`src/hdl/sfp_pkg.sv`:
```
// Shared constants and types for the sync frame pose parser.
package sfp_pkg;

    localparam logic [7:0] SYNC_FIRST     = 8'hFA;
    localparam logic [7:0] SYNC_SECOND    = 8'hFB;
    localparam logic [7:0] CMD_POSE_A     = 8'h32;
    localparam logic [7:0] CMD_POSE_B     = 8'h33;
    localparam logic [7:0] POSE_MIN_COUNT = 8'd7;
    localparam int unsigned NUM_WORDS     = 3;

    localparam int unsigned DEG_W = 25;

    typedef struct packed {
        logic [7:0]         command;
        logic [7:0]         frame_length;
        logic               position_updated;
        logic signed [15:0] pos_x;
        logic signed [15:0] pos_y;
        logic [15:0]        theta_raw;
        logic [DEG_W-1:0]   theta_deg_q12;
    } res_t;

endpackage

```
`src/hdl/sfp_in_if.sv`:
```
// Received byte channel.
interface sfp_in_if;
    logic       valid;
    logic       ready;
    logic [7:0] rx_byte;

    modport source (output valid, output rx_byte, input ready);
    modport sink   (input valid, input rx_byte, output ready);
endinterface

```
`src/hdl/sfp_out_if.sv`:
```
// Completed frame report channel.
interface sfp_out_if;
    logic               valid;
    logic               ready;
    logic [7:0]         command;
    logic [7:0]         frame_length;
    logic               position_updated;
    logic signed [15:0] pos_x;
    logic signed [15:0] pos_y;
    logic [15:0]        theta_raw;
    logic [24:0]        theta_deg_q12;

    modport source (output valid, output command, output frame_length,
                    output position_updated, output pos_x, output pos_y,
                    output theta_raw, output theta_deg_q12, input ready);
    modport sink   (input valid, input command, input frame_length,
                    input position_updated, input pos_x, input pos_y,
                    input theta_raw, input theta_deg_q12, output ready);
endinterface

```
`src/hdl/sfp_parser.sv`:
```
// Frame parsing state machine, payload staging and kept pose.
module sfp_parser
    import sfp_pkg::*;
(
    input  logic       clk,
    input  logic       rst_n,
    input  logic       fire,
    input  logic [7:0] rx_byte,
    output logic       has_result,
    output res_t       res
);

    typedef enum logic [1:0] {
        PH_HUNT,
        PH_SYNC2,
        PH_COUNT,
        PH_DATA
    } phase_t;

    phase_t      phase_reg, phase_next;
    logic [7:0]  left_reg, left_next;
    logic [7:0]  idx_reg, idx_next;
    logic [7:0]  cmd_reg, cmd_next;
    logic [7:0]  count_reg, count_next;
    logic [15:0] staged_reg [NUM_WORDS];
    logic [15:0] staged_next [NUM_WORDS];
    logic [15:0] pose_reg [NUM_WORDS];
    logic [15:0] pose_next [NUM_WORDS];
    logic        last;
    logic        upd;
    logic [DEG_W-1:0] theta_ext;

    // last payload byte when the remaining count drops to zero
    assign last       = (left_reg <= 8'd1);
    assign has_result = (phase_reg == PH_DATA) && last;

    always_comb
    begin
        phase_next = phase_reg;
        left_next  = left_reg;
        idx_next   = idx_reg;
        cmd_next   = cmd_reg;
        count_next = count_reg;
        staged_next = staged_reg;
        pose_next   = pose_reg;
        upd = 1'b0;

        unique case (phase_reg)
            PH_HUNT:
            begin
                if (rx_byte == SYNC_FIRST)
                    phase_next = PH_SYNC2;
            end
            PH_SYNC2:
            begin
                phase_next = (rx_byte == SYNC_SECOND) ? PH_COUNT : PH_HUNT;
            end
            PH_COUNT:
            begin
                count_next = rx_byte;
                left_next  = rx_byte;
                idx_next   = '0;
                cmd_next   = '0;
                for (int k = 0; k < NUM_WORDS; k++)
                    staged_next[k] = '0;
                phase_next = (rx_byte == 8'd0) ? PH_HUNT : PH_DATA;
            end
            PH_DATA:
            begin
                if (idx_reg == 8'd0)
                    cmd_next = rx_byte;
                // word k: low byte at index 2k+1, high byte at 2k+2
                for (int k = 0; k < NUM_WORDS; k++)
                begin
                    if (idx_reg == 8'(2 * k + 1))
                        staged_next[k][7:0] = rx_byte;
                    if (idx_reg == 8'(2 * k + 2))
                        staged_next[k][15:8] = rx_byte;
                end
                if (idx_reg != 8'hFF)
                    idx_next = idx_reg + 8'd1;
                if (left_reg != 8'd0)
                    left_next = left_reg - 8'd1;
                if (last)
                begin
                    phase_next = PH_HUNT;
                    upd = ((cmd_next == CMD_POSE_A) || (cmd_next == CMD_POSE_B))
                          && (count_reg >= POSE_MIN_COUNT);
                    if (upd)
                        pose_next = staged_next;
                end
            end
            default:
            begin
                phase_next = PH_HUNT;
            end
        endcase
    end

    // degrees in Q.12: raw * 360 = raw * (256 + 64 + 32 + 8)
    assign theta_ext = DEG_W'(pose_next[2]);

    always_comb
    begin
        res.command          = cmd_next;
        res.frame_length     = count_reg;
        res.position_updated = upd;
        res.pos_x            = $signed(pose_next[0]);
        res.pos_y            = $signed(pose_next[1]);
        res.theta_raw        = pose_next[2];
        res.theta_deg_q12    = (theta_ext << 8) + (theta_ext << 6)
                             + (theta_ext << 5) + (theta_ext << 3);
    end

    always_ff @(posedge clk or negedge rst_n)
    begin
        if (!rst_n)
        begin
            phase_reg <= PH_HUNT;
            left_reg  <= '0;
            idx_reg   <= '0;
            cmd_reg   <= '0;
            count_reg <= '0;
            for (int k = 0; k < NUM_WORDS; k++)
            begin
                staged_reg[k] <= '0;
                pose_reg[k]   <= '0;
            end
        end
        else if (fire)
        begin
            phase_reg  <= phase_next;
            left_reg   <= left_next;
            idx_reg    <= idx_next;
            cmd_reg    <= cmd_next;
            count_reg  <= count_next;
            staged_reg <= staged_next;
            pose_reg   <= pose_next;
        end
    end

    a_data_has_bytes: assert property (@(posedge clk) disable iff (!rst_n)
        (phase_reg == PH_DATA) |-> (left_reg != 8'd0))
        else $error("payload phase with no bytes left");

    a_empty_frame_hunts: assert property (@(posedge clk) disable iff (!rst_n)
        (fire && (phase_reg == PH_COUNT) && (rx_byte == 8'd0)) |=> (phase_reg == PH_HUNT))
        else $error("empty frame did not return to hunting");

endmodule

```
`src/hdl/sfp_out_stage.sv`:
```
// Result register in front of the report channel.
module sfp_out_stage
    import sfp_pkg::*;
(
    input  logic      clk,
    input  logic      rst_n,
    input  logic      load,
    input  res_t      res,
    output logic      free,
    sfp_out_if.source out
);

    logic valid_reg, valid_next;
    res_t data_reg;

    assign free       = !valid_reg || out.ready;
    assign valid_next = load || (valid_reg && !out.ready);

    always_ff @(posedge clk or negedge rst_n)
    begin
        if (!rst_n)
            valid_reg <= 1'b0;
        else
            valid_reg <= valid_next;
    end

    always_ff @(posedge clk)
    begin
        if (load)
            data_reg <= res;
    end

    assign out.valid            = valid_reg;
    assign out.command          = data_reg.command;
    assign out.frame_length     = data_reg.frame_length;
    assign out.position_updated = data_reg.position_updated;
    assign out.pos_x            = data_reg.pos_x;
    assign out.pos_y            = data_reg.pos_y;
    assign out.theta_raw        = data_reg.theta_raw;
    assign out.theta_deg_q12    = data_reg.theta_deg_q12;

    a_no_overwrite: assert property (@(posedge clk) disable iff (!rst_n)
        load |-> free)
        else $error("result loaded over an untaken request");

    a_update_needs_length: assert property (@(posedge clk) disable iff (!rst_n)
        (valid_reg && data_reg.position_updated) |-> (data_reg.frame_length >= POSE_MIN_COUNT))
        else $error("pose update reported on a short frame");

    a_deg_matches_raw: assert property (@(posedge clk) disable iff (!rst_n)
        valid_reg |-> (data_reg.theta_deg_q12 == DEG_W'(data_reg.theta_raw) * DEG_W'(360)))
        else $error("heading in degrees does not match raw heading");

endmodule

```
`src/hdl/sync_frame_pose_parser.sv`:
```
// Top level: input byte register, frame parser and result register.
//
//  channel  dir  payload                                         when
//  rx       in   rx_byte                                         valid & ready
//  res      out  command, frame_length, position_updated,        valid & ready
//                pos_x, pos_y, theta_raw, theta_deg_q12
//
// One byte is taken per cycle unless a held report stalls a frame's final byte;
// a byte is held in the input register, then the parser updates its state and,
// on the last payload byte, loads the result register that drives the report.
// Reset clears the parse state and the kept pose to zero.
// A held report stalls only a byte that ends a frame; other bytes keep flowing.
module sync_frame_pose_parser
    import sfp_pkg::*;
(
    input  logic     clk,
    input  logic     rst_n,
    sfp_in_if.sink   rx,
    sfp_out_if.source res
);

    logic       in_valid_reg;
    logic [7:0] in_byte_reg;
    logic       fire;
    logic       has_result;
    logic       out_free;
    res_t       result;

    // byte leaves the input register unless it ends a frame and the report is held
    assign fire     = in_valid_reg && (!has_result || out_free);
    assign rx.ready = !in_valid_reg || fire;

    always_ff @(posedge clk or negedge rst_n)
    begin
        if (!rst_n)
            in_valid_reg <= 1'b0;
        else if (rx.ready)
            in_valid_reg <= rx.valid;
    end

    always_ff @(posedge clk)
    begin
        if (rx.ready && rx.valid)
            in_byte_reg <= rx.rx_byte;
    end

    sfp_parser u_parser (
        .clk        (clk),
        .rst_n      (rst_n),
        .fire       (fire),
        .rx_byte    (in_byte_reg),
        .has_result (has_result),
        .res        (result)
    );

    sfp_out_stage u_out (
        .clk   (clk),
        .rst_n (rst_n),
        .load  (fire && has_result),
        .res   (result),
        .free  (out_free),
        .out   (res)
    );

    a_result_shows: assert property (@(posedge clk) disable iff (!rst_n)
        (fire && has_result) |=> res.valid)
        else $error("finished frame gave no request");

endmodule

```
`src/flat_wrapper.sv`:
```
// flat-port wrapper written by rule: the top's interface ports become plain ports
module sync_frame_pose_parser_flat import sfp_pkg::*;
  (clk, rst_n, rx_valid, rx_rx_byte, rx_ready, res_valid, res_command, res_frame_length, res_position_updated, res_pos_x, res_pos_y, res_theta_raw, res_theta_deg_q12, res_ready);
  sfp_in_if rx_i ();
  sfp_out_if res_i ();
  input  logic clk;
  input  logic rst_n;
  input wire logic [$bits(rx_i.valid)-1:0] rx_valid;
  input wire logic [$bits(rx_i.rx_byte)-1:0] rx_rx_byte;
  output wire logic [$bits(rx_i.ready)-1:0] rx_ready;
  output wire logic [$bits(res_i.valid)-1:0] res_valid;
  output wire logic [$bits(res_i.command)-1:0] res_command;
  output wire logic [$bits(res_i.frame_length)-1:0] res_frame_length;
  output wire logic [$bits(res_i.position_updated)-1:0] res_position_updated;
  output wire logic [$bits(res_i.pos_x)-1:0] res_pos_x;
  output wire logic [$bits(res_i.pos_y)-1:0] res_pos_y;
  output wire logic [$bits(res_i.theta_raw)-1:0] res_theta_raw;
  output wire logic [$bits(res_i.theta_deg_q12)-1:0] res_theta_deg_q12;
  input wire logic [$bits(res_i.ready)-1:0] res_ready;
  assign rx_i.valid = rx_valid;
  assign rx_i.rx_byte = rx_rx_byte;
  assign rx_ready = rx_i.ready;
  assign res_valid = res_i.valid;
  assign res_command = res_i.command;
  assign res_frame_length = res_i.frame_length;
  assign res_position_updated = res_i.position_updated;
  assign res_pos_x = res_i.pos_x;
  assign res_pos_y = res_i.pos_y;
  assign res_theta_raw = res_i.theta_raw;
  assign res_theta_deg_q12 = res_i.theta_deg_q12;
  assign res_i.ready = res_ready;
  sync_frame_pose_parser u_core (.clk(clk), .rst_n(rst_n), .rx(rx_i), .res(res_i));
endmodule
```
`config.mk`:
```
export PLATFORM = sky130hd
export DESIGN_NAME = sync_frame_pose_parser_flat
export DESIGN_NICKNAME = d
export VERILOG_FILES = /design/src/hdl/sfp_pkg.sv /design/src/hdl/sfp_in_if.sv /design/src/hdl/sfp_out_if.sv /design/src/hdl/sfp_parser.sv /design/src/hdl/sfp_out_stage.sv /design/src/hdl/sync_frame_pose_parser.sv /design/src/flat_wrapper.sv
export SDC_FILE = /design/constraint.sdc
export NUM_CORES = 1
export LEC_CHECK = 0
export BUFFER_PORTS_ARGS = -buffer_cell sky130_fd_sc_hd__buf_2
export CAP_MARGIN = 20
export CORE_UTILIZATION = 60
export DETAILED_ROUTE_END_ITERATION = 8
export GPL_TIMING_DRIVEN = 0
export PLACE_DENSITY = 0.85
export SYNTH_ARGS = -nofsm -noshare
export SYNTH_HDL_FRONTEND = slang
export SYNTH_HIERARCHICAL = 1
export SYNTH_SLANG_ARGS = --single-unit
```
`constraint.sdc`:
```
create_clock -name clk -period 7.2 [get_ports clk]
set_input_delay 0.72 -clock clk [delete_from_list [all_inputs] [get_ports clk]]
set_output_delay 0.72 -clock clk [all_outputs]
set_load 0.05 [all_outputs]
```
==> impl_metrics.env <==
export IMPL_irDropWorstVdd_mv=0.1925
export IMPL_dr_total_vias=8543
export IMPL_port_buffers=103
export IMPL_number_of_buffers_inserted_by_hold_repair_at_cts=0
export IMPL_grt_first_pass_wirelength_um=44640
export IMPL_synth_largest_area_cell="dfrtp_1"
export IMPL_clock_insertion_delay_worst_skew_ns=0.52
export IMPL_switching_power_uw=1008
export IMPL_grt_antenna_before_repair=0
export IMPL_end_kind="register"
export IMPL_sequentialPowerShare=0.457
export IMPL_clk_transition_reported_paths_ns=0.07
export IMPL_syn_cell_area_um2=12080
export IMPL_static_leakage_power_uw=0.006521
export IMPL_num_rows=51
export IMPL_layout_skew_ns=0.01763
export IMPL_setup_tns_final_ns=0
export IMPL_clk_path_buf_depth=3
export IMPL_cap_violations=0
export IMPL_power_total_uw=3671
export IMPL_netlist_top_cells_count="dfrtp_1, mux2_2, edfxtp_1"
export IMPL_max_freq_mhz=158.6
export IMPL_synth_async_reset_ratio=0.5739
export IMPL_die_y_um=143.9
export IMPL_grt_setup_unrepaired="no"
export IMPL_crit_slowest_cell="nor4_4"
export IMPL_simple_gate_area_share_of_the_yosys_netlist=0.07614
export IMPL_synth_compound_gate_area_share=0.1150
export IMPL_grt_usage=0.2807
export IMPL_postCtsResizedCells=0
export IMPL_yosys_warnings=6
export IMPL_ant_nets=0
export IMPL_critical_path_most_common_cell="fa_1"
export IMPL_path_buf_inv=4
export IMPL_timing_critical_path_max_delay_family="simple AND/OR/NAND/NOR gates"
export IMPL_run_status="finished clean"
export IMPL_dominant_combinational_cell_family_by_area_after_synthesis="multiplexers"
export IMPL_post_synth_xor_area_fraction=0.007977
export IMPL_synth_top_cells_by_area="dfrtp_1, edfxtp_1, mux2_2"
export IMPL_diodes=0
export IMPL_final_min_clock_period_ns=6.307
export IMPL_h_tree_depth=1
export IMPL_post_route_drc_count=0
export IMPL_drtPass1Iterations=5
export IMPL_gp_routability_congestion=0.9078
export IMPL_synthMostInstantiatedCell="dfrtp_1"
export IMPL_core_um2=19590
export IMPL_root_buffer="clkbuf_16"
export IMPL_wl_per_cell_um=19.71
export IMPL_area_delta_synth_final_pct=15.11
export IMPL_grt_max_degree=86
export IMPL_final_period_utilization=0.8760
export IMPL_timing_setup_critical_path_class="register to register"
export IMPL_layout_drive_gt1_share=0.2605
export IMPL_power_density_nw_per_um2=264.0
export IMPL_grt_pass1_vias=8473
export IMPL_ys_ff_latch=230
export IMPL_worst_slew_pin_slew_ns=0.9610
export IMPL_clock_sink_count=230
export IMPL_netSwitchingFraction=0.2745
export IMPL_yosys_area_share_adder=0.07687
export IMPL_final_nets=1196
export IMPL_report_final_slew_viol_count=0
export IMPL_area_share_of_the_largest_cell_type_after_synthesis=0.2735
export IMPL_first_iteration_detailed_routing_drc_count=842
export IMPL_postCtsSetupRepairBufs=0
export IMPL_finalHoldViolations=0
export IMPL_ioPinCount=104
export IMPL_cts_made_buffers=25
export IMPL_wirelength_routed_um=27770
export IMPL_floorplan_die_width_um=143.9
export IMPL_share_comb_of_total_power=0.163
export IMPL_critical_path_cell_chain="nor4_4, nand3_2, mux2i_2, and3_1, buf_6, buf_4, mux2i_1, fa_1, fa_1, inv_1, ha_1, clkbuf_1, a21oi_1, o22ai_1, a211oi_1, o221a_2, nand3_1"
export IMPL_share_of_synthesized_area_occupied_by_flip_flops_and_latches=0.5171
export IMPL_drt_vias_per_instance=6.063
export IMPL_synth_cell_types=72
export IMPL_cellInternalPower_uw=2663
export IMPL_cp_slowest_stage_delay_ns=0.66
export IMPL_critical_path_arrival_ns=6.57
export IMPL_synth_avg_cell_area_um2=12.18
export IMPL_critical_path_startpoint_type="register"
export IMPL_post_synth_mux_area_share=0.1604
export IMPL_yosys_most_used_dff="dfrtp_1"
export IMPL_cts_tree="built"
export IMPL_place_detailed_hpwl_um=18280
export IMPL_worstPathRequired_ns=7.46
export IMPL_crit_fanout=10
export IMPL_max_slew_margin_rel=0.3594
export IMPL_grt_overflow_total=0
export IMPL_setup_viol=0
export IMPL_die_area_um2=20700
export IMPL_clockPowerShare=0.380
export IMPL_initial_utilization=0.6165
export IMPL_synth_edf_count=98
export IMPL_setup_reg_to_reg_worst_slack_ns=0.89
export IMPL_syn_inst=992
export IMPL_worst_hold_path_type="primary input to asynchronous set/reset pin"
-- path summary, 6_finish.rpt --
kind / startpoint / endpoint / cells after the start
worst max-delay path: u_core/u_parser/idx_reg[4] / u_core/u_out/out.theta_deg_q12[23] / 17
worst min-delay path: rst_n / u_core/u_out/out.valid / 1
worst max register to register: u_core/u_parser/idx_reg[4] / u_core/u_out/out.theta_deg_q12[23] / 17
worst min register to register: u_core/u_parser/count_reg[1] / u_core/u_out/out.frame_length[1] / 0
max in group asynchronous: rst_n / u_core/u_parser/pose_reg[16] / 2
min in group clk: rx_rx_byte[0] / u_core/in_byte_reg[0] / 1
-- power by group through the flow --
stage	registers, uW	clock network, uW	logic [uW]
final	1680	1390	600
after global routing	1700	1460	662
after CTS	1670	1400	592
after detailed placement	1690	0	580
after global placement	1680	0	548
after floorplan	1650	0	434
-- worst reg2reg max path, delay by kind of cell (launching register included) --
family                   cells  cell delay [ns]
adder cells (fa/ha/maj)      3             1.34
buffers and inverters        4             0.73
AND/OR/NAND/NOR              4             1.34
AO/OA/AOI/OAI                4             1.24
multiplexers                 2             0.96
flip-flops                   1             0.44
-- cell type report --
type                            count  area, um^2
Sequential cell                   230        6246
Fill cell                        1345        5687
Multi-Input combinational cell    643        5285
Clock buffer                       31       699.4
Timing Repair Buffer              105       576.8
Buffer                             69       362.8
Tap cell                          265       331.6
Clock inverter                     14       206.4
Inverter                           52       195.2
-- per-layer routing --
layer | share of wire | vias up | track usage
met1 | 0.42 | 4204 | 0.3840
met5 | 0 | - | 0
met3 | 0.076 | 68 | 0.05498
li1 | - | 3894 | -
met4 | 0.029 | 0 | 0.09462
met2 | 0.48 | 377 | 0.4490
-- placed cells by master, fill, tap and decap left out, drive strengths merged, types with 8 or more instances in the layout --
cell and count:
buf 125, a22oi 62, xnor2 10, nand3 11
fa 27, nand2b 8, a21oi 32, ha 31
mux2i 21, edfxtp 98, mux2 153, nor2 45
nand2 70, nor3 11, inv 52, o22ai 19
dfrtp 132, nand4 8, o21ai 63, clkbuf 80
-- stage by stage --
step | cell area, um^2 | hold WS, ns | util | std cells | worst slack, ns
final | 13900 | 0.1294 | 0.7097 | 1409 | 0.8931
after floorplan | 12090 | 0.4244 | - | 994 | 1.886
after detailed placement | 13000 | 0.4693 | 0.6635 | 1364 | 0.9951
after global routing | 13900 | 0.1605 | 0.7097 | 1409 | 0.4020
after global placement | 12930 | 0.4601 | 0.6602 | 1362 | 1.090
after CTS | 13900 | 0.1434 | 0.7097 | 1409 | 0.9179
-- cell families (layout without fill, tap and decap cells) --
group	count (synthesis)	in the layout
and+or+nand+nor	181	181
DFF	230	230
xor gates and xnor gates	11	11
buffers and inverters	121	271
other	1	3
AOI/OAI and AO/OA	216	216
muxes	174	174
adders and majority gates	58	58
(Power assumes the default switching activity.)
